$ cat config.mk
export PLATFORM = sky130hd
export DESIGN_NAME = process_slot_round_robin_scheduler_core
export DESIGN_NICKNAME = d
export VERILOG_FILES = /design/src/sv/psrr_pkg.sv /design/src/sv/process_slot_round_robin_scheduler_core.sv /design/src/sv/psrr_ctrl.sv /design/src/sv/psrr_dp.sv
export SDC_FILE = /design/constraint.sdc
export NUM_CORES = 1
export LEC_CHECK = 0
export ABC_AREA = 1
export BUFFER_PORTS_ARGS = -buffer_cell sky130_fd_sc_hd__buf_2
export CORE_MARGIN = 8
export CORE_UTILIZATION = 65
export CTS_CLUSTER_SIZE = 28
export DETAILED_ROUTE_END_ITERATION = 16
export GPL_ROUTABILITY_DRIVEN = 0
export PLACE_DENSITY = 0.84
export SLEW_MARGIN = 5
export SYNTH_ARGS = -nofsm -noshare
export SYNTH_HDL_FRONTEND = slang
export SYNTH_HIERARCHICAL = 1
export SYNTH_SLANG_ARGS = --single-unit
$ cat constraint.sdc
create_clock -name i_clk -period 9 [get_ports i_clk]
set_clock_uncertainty 0.1 [all_clocks]
set_input_delay 2.25 -clock i_clk [delete_from_list [all_inputs] [get_ports i_clk]]
set_output_delay 2.25 -clock i_clk [all_outputs]
set_load 0.05 [all_outputs]
$ cat src/sv/psrr_pkg.sv
// Shared types and constants for the process slot round-robin scheduler.
`timescale 1ns / 1ps

package psrr_pkg;

    // Default sizing of the slot table.
    localparam int SLOTS_DEF    = 16;
    localparam int PID_BITS_DEF = 16;

    // Fixed field widths of the beats.
    localparam int KPID_W   = 16;
    localparam int SLOT_W   = 4;

    typedef enum logic [1:0] {
        CMD_CREATE    = 2'd0,
        CMD_YIELD     = 2'd1,
        CMD_EXIT      = 2'd2,
        CMD_TERMINATE = 2'd3
    } t_cmd;

    typedef enum logic [2:0] {
        STS_OK        = 3'd0,
        STS_FULL      = 3'd1,
        STS_NO_SWITCH = 3'd2,
        STS_ROOT      = 3'd3,
        STS_NOT_FOUND = 3'd4
    } t_status;

    typedef struct packed {
        t_cmd               cmd;
        logic [KPID_W-1:0]  kill_pid;
    } t_in_beat;

    typedef struct packed {
        t_status            status;
        logic [KPID_W-1:0]  new_pid;
        logic               switched;
        logic [SLOT_W-1:0]  from_slot;
        logic [SLOT_W-1:0]  to_slot;
    } t_out_beat;

    typedef enum logic [2:0] {
        S_IDLE   = 3'd0,
        S_DISP   = 3'd1,
        S_SCAN   = 3'd2,
        S_KREAD  = 3'd3,
        S_KCMP   = 3'd4,
        S_FINISH = 3'd5
    } t_state;

    // Controller to datapath.
    typedef struct packed {
        logic load;
        logic mark_exit;
        logic step;
        logic commit;
    } t_dp_cmd;

    // Datapath to controller.
    typedef struct packed {
        t_cmd cmd;
        logic kpid_zero;
        logic hit;
        logic last;
        logic out_free;
    } t_dp_sts;

endpackage

$ cat src/sv/process_slot_round_robin_scheduler_core.sv
// Top level of the process slot round-robin scheduler.
// Sequence: accept in idle, a dispatch state, then the slot scan, then a commit state.
// Create, yield and exit scan one slot a cycle.
// Kill reads the pid store and then compares, a read state and a compare state per slot.
// A new beat is taken only after the commit; an unread result delays the commit.
// Reset (synchronous, active low): slot 0 running with pid 0, all else empty, pid counter 1.
`timescale 1ns / 1ps

module process_slot_round_robin_scheduler_core #(
    parameter int SLOTS    = psrr_pkg::SLOTS_DEF,
    parameter int PID_BITS = psrr_pkg::PID_BITS_DEF
) (
    input  logic                 i_clk,
    input  logic                 i_rst_n,
    input  logic                 i_in_valid,
    output logic                 o_in_stall,
    input  psrr_pkg::t_in_beat   i_in_beat,
    output logic                 o_out_valid,
    input  logic                 i_out_stall,
    output psrr_pkg::t_out_beat  o_out_beat
);

    // Command and status between the sequencer and the slot datapath.
    psrr_pkg::t_dp_cmd dp_cmd;
    psrr_pkg::t_dp_sts dp_sts;

    // Sequencer: accepts a beat only in idle, walks the scan, and
    // holds the commit until the output register is free.
    psrr_ctrl u_ctrl (
        .i_clk      (i_clk),
        .i_rst_n    (i_rst_n),
        .i_in_valid (i_in_valid),
        .i_sts      (dp_sts),
        .o_cmd      (dp_cmd),
        .o_in_stall (o_in_stall)
    );

    // Datapath: slot flags in flops, pids in a store with one write port and a
    // registered read, round-robin index arithmetic and the result register.
    psrr_dp #(
        .SLOTS    (SLOTS),
        .PID_BITS (PID_BITS)
    ) u_dp (
        .i_clk       (i_clk),
        .i_rst_n     (i_rst_n),
        .i_in_beat   (i_in_beat),
        .i_cmd       (dp_cmd),
        .o_sts       (dp_sts),
        .i_out_stall (i_out_stall),
        .o_out_valid (o_out_valid),
        .o_out_beat  (o_out_beat)
    );

    // A taken beat moves the sequencer out of idle at once.
    a_stall_after_accept: assert property (@(posedge i_clk) disable iff (!i_rst_n)
        (i_in_valid && !o_in_stall) |=> o_in_stall)
        else $error("input not stalled after an accepted beat");

    // A switch is always a successful yield or exit.
    a_switch_ok: assert property (@(posedge i_clk) disable iff (!i_rst_n)
        (o_out_valid && o_out_beat.switched) |-> (o_out_beat.status == psrr_pkg::STS_OK))
        else $error("switch reported with a failing status");

    // Without a switch the current slot must not move.
    a_no_switch_same_slot: assert property (@(posedge i_clk) disable iff (!i_rst_n)
        (o_out_valid && !o_out_beat.switched)
        |-> (o_out_beat.from_slot == o_out_beat.to_slot))
        else $error("current slot changed without a switch");

    // A pid is handed out only by a successful create.
    a_pid_only_on_ok: assert property (@(posedge i_clk) disable iff (!i_rst_n)
        (o_out_valid && o_out_beat.new_pid != '0) |-> (o_out_beat.status == psrr_pkg::STS_OK))
        else $error("new pid reported with a failing status");

    // Commit happens only when the output register can take the result.
    a_commit_has_room: assert property (@(posedge i_clk) disable iff (!i_rst_n)
        dp_cmd.commit |-> (!o_out_valid || !i_out_stall))
        else $error("result committed over an unread beat");

endmodule

$ cat src/sv/psrr_ctrl.sv
// Sequencing state machine for the scheduler: dispatch, slot scan, commit.
`timescale 1ns / 1ps

module psrr_ctrl (
    input  logic               i_clk,
    input  logic               i_rst_n,
    input  logic               i_in_valid,
    input  psrr_pkg::t_dp_sts  i_sts,
    output psrr_pkg::t_dp_cmd  o_cmd,
    output logic               o_in_stall
);

    psrr_pkg::t_state r_state;
    psrr_pkg::t_state n_state;

    always_ff @(posedge i_clk) begin
        if (!i_rst_n) begin
            r_state <= psrr_pkg::S_IDLE;
        end else begin
            r_state <= n_state;
        end
    end

    always_comb begin
        n_state    = r_state;
        o_cmd      = '0;
        o_in_stall = 1'b1;
        unique case (r_state)
            psrr_pkg::S_IDLE: begin
                o_in_stall = 1'b0;
                if (i_in_valid) begin
                    o_cmd.load = 1'b1;
                    n_state    = psrr_pkg::S_DISP;
                end
            end
            psrr_pkg::S_DISP: begin
                unique case (i_sts.cmd) inside
                    psrr_pkg::CMD_CREATE, psrr_pkg::CMD_YIELD: begin
                        n_state = psrr_pkg::S_SCAN;
                    end
                    psrr_pkg::CMD_EXIT: begin
                        // retire the current slot before the search
                        o_cmd.mark_exit = 1'b1;
                        n_state         = psrr_pkg::S_SCAN;
                    end
                    default: begin
                        n_state = i_sts.kpid_zero ? psrr_pkg::S_FINISH : psrr_pkg::S_KREAD;
                    end
                endcase
            end
            psrr_pkg::S_SCAN: begin
                o_cmd.step = 1'b1;
                if (i_sts.hit || i_sts.last) begin
                    n_state = psrr_pkg::S_FINISH;
                end
            end
            psrr_pkg::S_KREAD: begin
                n_state = psrr_pkg::S_KCMP;
            end
            psrr_pkg::S_KCMP: begin
                o_cmd.step = 1'b1;
                n_state    = (i_sts.hit || i_sts.last) ? psrr_pkg::S_FINISH
                                                       : psrr_pkg::S_KREAD;
            end
            psrr_pkg::S_FINISH: begin
                if (i_sts.out_free) begin
                    o_cmd.commit = 1'b1;
                    n_state      = psrr_pkg::S_IDLE;
                end
            end
            default: begin
                n_state = psrr_pkg::S_IDLE;
            end
        endcase
    end

endmodule

$ cat src/sv/psrr_dp.sv
// Slot table, pid memory, scan index, pid counter and result register.
`timescale 1ns / 1ps

module psrr_dp #(
    parameter int SLOTS    = psrr_pkg::SLOTS_DEF,
    parameter int PID_BITS = psrr_pkg::PID_BITS_DEF
) (
    input  logic                 i_clk,
    input  logic                 i_rst_n,
    input  psrr_pkg::t_in_beat   i_in_beat,
    input  psrr_pkg::t_dp_cmd    i_cmd,
    output psrr_pkg::t_dp_sts    o_sts,
    input  logic                 i_out_stall,
    output logic                 o_out_valid,
    output psrr_pkg::t_out_beat  o_out_beat
);

    localparam int IW = $clog2(SLOTS);
    localparam int CW = (PID_BITS > psrr_pkg::KPID_W) ? PID_BITS : psrr_pkg::KPID_W;
    localparam int XW = (IW > psrr_pkg::SLOT_W) ? IW : psrr_pkg::SLOT_W;

    // slot flags: running is used, not ready and not zombie
    logic [SLOTS-1:0]           r_used;
    logic [SLOTS-1:0]           r_ready;
    logic [SLOTS-1:0]           r_zomb;
    logic [IW-1:0]              r_run;
    logic [PID_BITS-1:0]        r_pid_cnt;
    logic                       r_pid0_wr;

    logic [PID_BITS-1:0]        r_pid_mem [SLOTS];
    logic [PID_BITS-1:0]        r_rd_pid;

    psrr_pkg::t_cmd             r_cmd;
    logic [psrr_pkg::KPID_W-1:0] r_kpid;
    logic [IW-1:0]              r_k;
    logic                       r_found;
    logic [IW-1:0]              r_fidx;

    logic                       r_out_vld;
    psrr_pkg::t_out_beat        r_out;
    psrr_pkg::t_out_beat        n_out;

    logic [IW:0]                rr_sum;
    logic [IW-1:0]              rr_idx;
    logic [IW-1:0]              idx;
    logic                       hit;
    logic                       last;
    logic                       out_free;
    logic                       run_live;
    logic                       sw;
    logic [IW-1:0]              n_run;
    logic [CW-1:0]              pid_ext;
    logic [XW-1:0]              from_ext;
    logic [XW-1:0]              to_ext;

    // round-robin index: current slot plus one plus step count, wrapped
    assign rr_sum = {1'b0, r_run} + (IW+1)'(1) + {1'b0, r_k};
    assign rr_idx = (rr_sum >= (IW+1)'(SLOTS)) ? IW'(rr_sum - (IW+1)'(SLOTS))
                                               : rr_sum[IW-1:0];
    assign idx    = (r_cmd == psrr_pkg::CMD_YIELD || r_cmd == psrr_pkg::CMD_EXIT) ? rr_idx
                                                                                  : r_k;
    assign last   = (r_k == IW'(SLOTS - 1));
    assign out_free = !r_out_vld || !i_out_stall;

    always_comb begin
        case (r_cmd) inside
            psrr_pkg::CMD_CREATE: begin
                hit = !r_used[idx] || r_zomb[idx];
            end
            psrr_pkg::CMD_YIELD, psrr_pkg::CMD_EXIT: begin
                hit = r_used[idx] && r_ready[idx];
            end
            default: begin
                // slot 0 holds pid 0 until a create writes it
                hit = r_used[r_k] && !r_zomb[r_k] && (r_k != '0 || r_pid0_wr)
                      && (CW'(r_rd_pid) == CW'(r_kpid));
            end
        endcase
    end

    assign o_sts.cmd       = r_cmd;
    assign o_sts.kpid_zero = (r_kpid == '0);
    assign o_sts.hit       = hit;
    assign o_sts.last      = last;
    assign o_sts.out_free  = out_free;

    assign run_live = r_used[r_run] && !r_ready[r_run] && !r_zomb[r_run];
    assign sw       = r_found && (r_fidx != r_run)
                      && (r_cmd == psrr_pkg::CMD_YIELD || r_cmd == psrr_pkg::CMD_EXIT);
    assign n_run    = sw ? r_fidx : r_run;
    assign pid_ext  = CW'(r_pid_cnt);
    assign from_ext = XW'(r_run);
    assign to_ext   = XW'(n_run);

    always_comb begin
        n_out           = '0;
        n_out.from_slot = from_ext[psrr_pkg::SLOT_W-1:0];
        n_out.to_slot   = to_ext[psrr_pkg::SLOT_W-1:0];
        n_out.switched  = sw;
        case (r_cmd) inside
            psrr_pkg::CMD_CREATE: begin
                if (r_found) begin
                    n_out.status  = psrr_pkg::STS_OK;
                    n_out.new_pid = pid_ext[psrr_pkg::KPID_W-1:0];
                end else begin
                    n_out.status  = psrr_pkg::STS_FULL;
                end
            end
            psrr_pkg::CMD_YIELD, psrr_pkg::CMD_EXIT: begin
                n_out.status = sw ? psrr_pkg::STS_OK : psrr_pkg::STS_NO_SWITCH;
            end
            default: begin
                if (r_kpid == '0) begin
                    n_out.status = psrr_pkg::STS_ROOT;
                end else if (r_found) begin
                    n_out.status = psrr_pkg::STS_OK;
                end else begin
                    n_out.status = psrr_pkg::STS_NOT_FOUND;
                end
            end
        endcase
    end

    // item registers and scan progress
    always_ff @(posedge i_clk) begin
        if (i_cmd.load) begin
            r_cmd   <= i_in_beat.cmd;
            r_kpid  <= i_in_beat.kill_pid;
            r_k     <= '0;
            r_found <= 1'b0;
        end else if (i_cmd.step) begin
            if (hit) begin
                r_found <= 1'b1;
                r_fidx  <= idx;
            end else if (!last) begin
                r_k <= r_k + IW'(1);
            end
        end
    end

    // pid store and its registered read port
    always_ff @(posedge i_clk) begin
        if (i_cmd.commit && r_cmd == psrr_pkg::CMD_CREATE && r_found) begin
            r_pid_mem[r_fidx] <= r_pid_cnt;
        end
        r_rd_pid <= r_pid_mem[r_k];
    end

    // slot flags, current slot and pid counter
    always_ff @(posedge i_clk) begin
        if (!i_rst_n) begin
            r_used    <= SLOTS'(1);
            r_ready   <= '0;
            r_zomb    <= ~SLOTS'(1);
            r_run     <= '0;
            r_pid_cnt <= PID_BITS'(1);
            r_pid0_wr <= 1'b0;
        end else begin
            if (i_cmd.mark_exit) begin
                r_zomb[r_run]  <= 1'b1;
                r_ready[r_run] <= 1'b0;
            end
            if (i_cmd.commit) begin
                case (r_cmd) inside
                    psrr_pkg::CMD_CREATE: begin
                        if (r_found) begin
                            r_used[r_fidx]  <= 1'b1;
                            r_ready[r_fidx] <= 1'b1;
                            r_zomb[r_fidx]  <= 1'b0;
                            if (r_fidx == '0) begin
                                r_pid0_wr <= 1'b1;
                            end
                            r_pid_cnt <= (r_pid_cnt == '1) ? PID_BITS'(1)
                                                           : r_pid_cnt + PID_BITS'(1);
                        end
                    end
                    psrr_pkg::CMD_YIELD, psrr_pkg::CMD_EXIT: begin
                        if (sw) begin
                            if (run_live) begin
                                r_ready[r_run] <= 1'b1;
                            end
                            r_ready[r_fidx] <= 1'b0;
                            r_run           <= r_fidx;
                        end
                    end
                    default: begin
                        if (r_found) begin
                            r_zomb[r_fidx]  <= 1'b1;
                            r_ready[r_fidx] <= 1'b0;
                        end
                    end
                endcase
            end
        end
    end

    // result register
    always_ff @(posedge i_clk) begin
        if (!i_rst_n) begin
            r_out_vld <= 1'b0;
        end else if (i_cmd.commit) begin
            r_out_vld <= 1'b1;
        end else if (!i_out_stall) begin
            r_out_vld <= 1'b0;
        end
    end

    always_ff @(posedge i_clk) begin
        if (i_cmd.commit) begin
            r_out <= n_out;
        end
    end

    assign o_out_valid = r_out_vld;
    assign o_out_beat  = r_out;

endmodule
==> report_table.html <==
<table>
<tr><th>Metric</th><th>Value</th></tr>
<tr><th colspan="2">Synth</th></tr>
<tr><td>Yosys Warn Count</td><td>6</td></tr>
<tr><td>Most used flip-flop cell after synthesis</td><td>sky130_fd_sc_hd__edfxtp_1</td></tr>
<tr><td>Mean area per synthesized cell</td><td>10.2 sq um</td></tr>
<tr><td>Number of instances in the synthesized netlist</td><td>1699</td></tr>
<tr><td>FF+latch count, synth</td><td>400</td></tr>
<tr><td>Sequential fraction of the synthesis area</td><td>63.8%</td></tr>
<tr><td>Cell area after technology mapping</td><td>around 0.017 sq mm</td></tr>
<tr><td>Net count of the mapped netlist</td><td>between 1500 and 2000</td></tr>
<tr><td>Number of enable flip-flop cells after synthesis</td><td>~310</td></tr>
<tr><td>Netlist cell types</td><td>48</td></tr>
<tr><td>Proportion of synthesized flip-flops having asynchronous set or reset</td><td>0%</td></tr>
<tr><th colspan="2">Pwr</th></tr>
<tr><td>Proportion of power drawn by the clock network</td><td>between 30% and 40%</td></tr>
<tr><td>IR drop worst, VDD</td><td>0.000182 V</td></tr>
<tr><td>Net switching power</td><td>around 0.0017 W</td></tr>
<tr><td>Logic pwr share</td><td>25.2%</td></tr>
<tr><td>Internal Pwr Total</td><td>roughly 0.0033 W</td></tr>
<tr><td>Pwr per Cell Area</td><td>262 mW/mm^2</td></tr>
<tr><td>Portion of total power attributed to sequential cells</td><td>41.9%</td></tr>
<tr><td>Leakage</td><td>6.55 nW</td></tr>
<tr><td>Proportion of total power due to net switching</td><td>33.3%</td></tr>
<tr><th colspan="2">Drt</th></tr>
<tr><td>Vias after detailed routing</td><td>~14000</td></tr>
<tr><td>Total routed wirelength</td><td>46300 microns</td></tr>
<tr><td>Via-to-Cell Ratio</td><td>6.57</td></tr>
<tr><td>Post-route antenna net violation count</td><td>0</td></tr>
<tr><td>Router iterations before antenna repair</td><td>7</td></tr>
<tr><td>DRC violations left</td><td>0</td></tr>
<tr><td>DRC marker count from the first detailed-route iteration</td><td>2157</td></tr>
<tr><td>Average wire per cell in the routed design</td><td>roughly 22 microns</td></tr>
<tr><th colspan="2">Global routing</th></tr>
<tr><td>First-pass GRT wire length</td><td>between 70000 and 80000 microns</td></tr>
<tr><td>Global route hottest layer</td><td>met2</td></tr>
<tr><td>Pin count of the biggest net entering global routing</td><td>72</td></tr>
<tr><td>Initial antenna violation count</td><td>1</td></tr>
<tr><td>Met3 global-route usage</td><td>7.06%</td></tr>
<tr><td>Overflow left after global routing</td><td>0</td></tr>
<tr><td>Met2 track utilization from global routing</td><td>45.1%</td></tr>
<tr><td>Vias in the first global route</td><td>13100</td></tr>
<tr><td>GRT Resource Usage Total</td><td>28.8%</td></tr>
<tr><td>GR Layer Usage met1</td><td>38.5%</td></tr>
<tr><th colspan="2">Timing</th></tr>
<tr><td>Worst path setup slack after routing</td><td>between 3 and 4 ns</td></tr>
<tr><td>Share of the cycle needed by the critical path after routing</td><td>56.4%</td></tr>
<tr><td>Slew @ Worst Pin</td><td>between 1 and 1.5 ns</td></tr>
<tr><td>Total count of max-transition violations in the final report</td><td>0</td></tr>
<tr><td>Post-route minimum period</td><td>5.08 ns</td></tr>
<tr><td>Number of failing hold endpoints at the final stage</td><td>0</td></tr>
<tr><td>Final-report setup violation count</td><td>0</td></tr>
<tr><td>Final setup TNS</td><td>0 ns</td></tr>
<tr><td>Rel. slew slack</td><td>13.1%</td></tr>
<tr><td>Unrepaired setup endpoints after global routing</td><td>no</td></tr>
<tr><td>Highest Clock Rate</td><td>0.197 GHz</td></tr>
<tr><th colspan="2">Critical path</th></tr>
<tr><td>Category of the most critical setup path</td><td>in -&gt; reg</td></tr>
<tr><td>Maximum fanout along the worst path</td><td>37</td></tr>
<tr><td>Worst r2r src</td><td>u_dp/r_k[0]</td></tr>
<tr><td>Biggest cell delay along the critical path</td><td>around 1.1 ns</td></tr>
<tr><td>Crit-path most repeated cell</td><td>sky130_fd_sc_hd__inv_1</td></tr>
<tr><td>Data arrival time of the critical path</td><td>5.43 ns</td></tr>
<tr><td>Startpoint type of the worst setup path</td><td>input port</td></tr>
<tr><td>Cell Chain, Critical Path</td><td>buf_2 -&gt; nand2_1 -&gt; inv_1 -&gt; nor2_4 -&gt; inv_1 -&gt; nor2_1 -&gt; a21oi_1 -&gt; o21ai_0</td></tr>
<tr><td>Worst reg2reg setup slack</td><td>between 4 and 5 ns</td></tr>
<tr><td>Library cell contributing the largest single delay on the critical path</td><td>sky130_fd_sc_hd__nor2_1</td></tr>
<tr><td>CP Capture Type</td><td>flip-flop</td></tr>
<tr><td>Destination of the worst register-to-register timing path</td><td>u_dp/r_fidx[2]</td></tr>
<tr><td>Req. time, crit path</td><td>9.35 ns</td></tr>
<tr><td>Register-to-Register Path Depth</td><td>18</td></tr>
<tr><th colspan="2">Floorplan</th></tr>
<tr><td>Effective utilization at floorplan</td><td>between 60% and 70%</td></tr>
<tr><td>Die outline height</td><td>179 microns</td></tr>
<tr><td>IO Pins</td><td>between 50 and 60</td></tr>
<tr><td>Std-Cell Rows</td><td>roughly 60</td></tr>
<tr><td>Area of the die</td><td>roughly 0.032 sq mm</td></tr>
<tr><td>X dimension of the die</td><td>179 microns</td></tr>
<tr><td>Placeable core area</td><td>roughly 0.026 sq mm</td></tr>
<tr><th colspan="2">Final layout</th></tr>
<tr><td>Share of layout cells above drive strength 1</td><td>11.0%</td></tr>
<tr><td>Ant. Diodes</td><td>0</td></tr>
<tr><td>Area growth from synthesis to layout</td><td>10.1%</td></tr>
<tr><td>Utilization after layout</td><td>73.1%</td></tr>
<tr><td>NumNets Final</td><td>1753</td></tr>
<tr><th colspan="2">CTS</th></tr>
<tr><td>Quantity of gates resized following cts</td><td>0</td></tr>
<tr><td>Clock-pin slew on the worst setup and hold paths</td><td>0.06 ns</td></tr>
<tr><td>Maximum root-to-sink buffer count</td><td>3</td></tr>
<tr><td>Number of sinks handled by clock tree synthesis</td><td>400</td></tr>
<tr><td>Number of hold buffers added after cts</td><td>0</td></tr>
<tr><td>Num CTS Buffers</td><td>between 40 and 50</td></tr>
<tr><td>Clock tree from TritonCTS</td><td>done</td></tr>
<tr><td>Buffers inserted by post-CTS timing repair</td><td>0</td></tr>
<tr><td>Clk Latency, worst-skew pair</td><td>0.55 ns</td></tr>
<tr><td>CTS Root Buffer Type</td><td>sky130_fd_sc_hd__clkbuf_16</td></tr>
<tr><td>Depth of the CTS H-tree</td><td>2</td></tr>
<tr><th colspan="2">Placement</th></tr>
<tr><td>Dpl hpwl</td><td>28500 microns</td></tr>
<tr><td>Placement-stage worst setup slack</td><td>3.60 ns</td></tr>
<tr><td>PortBufs</td><td>51</td></tr>
<tr><th colspan="2">Worst hold path</th></tr>
<tr><td>Worst Hold Path EP</td><td>u_dp/r_used[0]</td></tr>
<tr><td>Hold path depth</td><td>2</td></tr>
<tr><td>Class of the tightest hold or removal check</td><td>reg -&gt; reg</td></tr>
<tr><td>Source of the worst hold timing path</td><td>u_dp/r_used[0]</td></tr>
<tr><th colspan="2">Status</th></tr>
<tr><td>Run status</td><td>finished, final reports clean</td></tr>
<tr><th colspan="2">Job</th></tr>
<tr><td>Max-capacitance violation count</td><td>0</td></tr>
</table>
state kept, by name, summed over array words and instances, names as in the netlist, 4 cells and up:
name             flops
u_dp/pid_ext        16
u_dp/r_zomb         16
u_dp/o_out_beat     28
u_dp/r_kpid         16
u_dp/r_k             4
u_dp/from_ext        4
u_dp/r_rd_pid       16
u_dp/r_ready        16
u_dp/r_pid_mem     256
u_dp/r_fidx          4
u_dp/r_used         16
area by class of cell:
class / count / area [sq um]
clock buffer: 49 / 1080
sequential: 400 / 11100
inverter: 144 / 548
timing repair buffer: 63 / 345
tap: 335 / 419
multi-input combinational: 1073 / 5390
clock inverter: 25 / 241
fill: 1723 / 7040
cells in the final DEF (no fill, tap or decap), drive strengths merged, types with 2 or more instances in the layout:
| cell | synthesis | layout |
|---|---|---|
| a21oi | 63 | 63 |
| o211ai | 12 | 12 |
| o22ai | 18 | 18 |
| o21ai | 204 | 204 |
| bufinv | 0 | 3 |
| edfxtp | 306 | 306 |
| ha | 7 | 7 |
| o31ai | 2 | 2 |
| nor4 | 5 | 5 |
| a211oi | 2 | 2 |
| clkinv | 1 | 18 |
| a221oi | 32 | 32 |
| clkinvlp | 0 | 4 |
| nand3 | 114 | 114 |
| a22oi | 37 | 37 |
| xnor2 | 5 | 5 |
| nand2 | 295 | 295 |
| nor2 | 229 | 229 |
| buf | 34 | 63 |
| clkbuf | 48 | 49 |
| inv | 143 | 144 |
| dfxtp | 94 | 94 |
| xor2 | 12 | 12 |
| or2 | 3 | 3 |
| nor3 | 15 | 15 |
| nand4 | 10 | 10 |
| nor3b | 4 | 4 |
power by group through the flow:
stage | clock, W | combinational [W] | sequential, W
2_1_floorplan | 0 | 0.000883 | 0.00213
3_3_place_gp | 0 | 0.00116 | 0.00213
3_5_place_dp | 0 | 0.00120 | 0.00213
4_1_cts | 0.00166 | 0.00121 | 0.00210
5_1_grt | 0.00174 | 0.00137 | 0.00210
6_report | 0.00165 | 0.00126 | 0.00210
synth_stat cells, types with 5 or more instances:
cell type	count	area (sq um)
sky130_fd_sc_hd__nand2_2	6	37.5
sky130_fd_sc_hd__xnor2_1	5	43.8
sky130_fd_sc_hd__ha_1	7	87.6
sky130_fd_sc_hd__dfxtp_1	94	1880
sky130_fd_sc_hd__inv_2	10	37.5
sky130_fd_sc_hd__buf_4	5	37.5
sky130_fd_sc_hd__a22oi_1	37	278
sky130_fd_sc_hd__edfxtp_1	306	9190
sky130_fd_sc_hd__nand3_1	109	546
sky130_fd_sc_hd__buf_6	7	78.8
sky130_fd_sc_hd__clkbuf_1	48	180
sky130_fd_sc_hd__buf_2	10	50.1
sky130_fd_sc_hd__a21oi_1	62	310
sky130_fd_sc_hd__nor2_1	223	837
sky130_fd_sc_hd__nand4_1	9	56.3
sky130_fd_sc_hd__o21ai_0	183	916
sky130_fd_sc_hd__buf_1	12	45.0
sky130_fd_sc_hd__inv_1	130	488
sky130_fd_sc_hd__a221oi_1	32	280
sky130_fd_sc_hd__o211ai_1	12	90.1
sky130_fd_sc_hd__nand2_1	284	1070
sky130_fd_sc_hd__xor2_1	12	105
sky130_fd_sc_hd__o22ai_1	18	113
sky130_fd_sc_hd__nor3_1	12	60.1
sky130_fd_sc_hd__o21ai_1	20	100
stage by stage:
stage	instances	power [W]	area, sq um	hold slack, ns
after floorplan	1699	0.00301	17300	0.303
after global placement	2015	0.00330	17800	0.352
after detailed placement	2015	0.00333	17800	0.356
after CTS	2089	0.00496	19100	0.379
after global routing	2089	0.00520	19100	0.397
final	2089	0.00501	19100	0.378
cell families after synthesis:
logic type / Yosys count / synth area share (%)
xor+xnor: 17 / 0.859
fa+ha+maj: 8 / 0.620
buf+inv: 226 / 5.42
flops: 400 / 63.8
simple gates: 677 / 16.8
compound gates: 371 / 12.4
routing by layer:
metal | up-vias | routed length [microns]
met1 | 6465 | 17000
met4 | 2 | 1840
li1 | 5984 | -
met5 | - | 13
met3 | 198 | 6360
met2 | 1083 | 21100
worst max-delay path: cells and delay by family:
| family | cells | cell delay, ns |
|---|---|---|
| AND/OR/NAND/NOR | 3 | 2.09 |
| buffers and inverters | 3 | 0.67 |
| AO/OA/AOI/OAI | 2 | 0.40 |
worst max path at each step:
stage / end / startpoint
floorplan: u_dp/r_pid_mem[0][0] / i_out_stall
global placement: u_dp/r_zomb[15] / i_out_stall
detailed placement: u_dp/r_zomb[2] / i_out_stall
CTS: u_dp/r_zomb[2] / i_out_stall
global route: u_dp/r_zomb[11] / i_out_stall
finish: u_dp/r_zomb[12] / i_out_stall
Power figures use the tool's default switching activity.
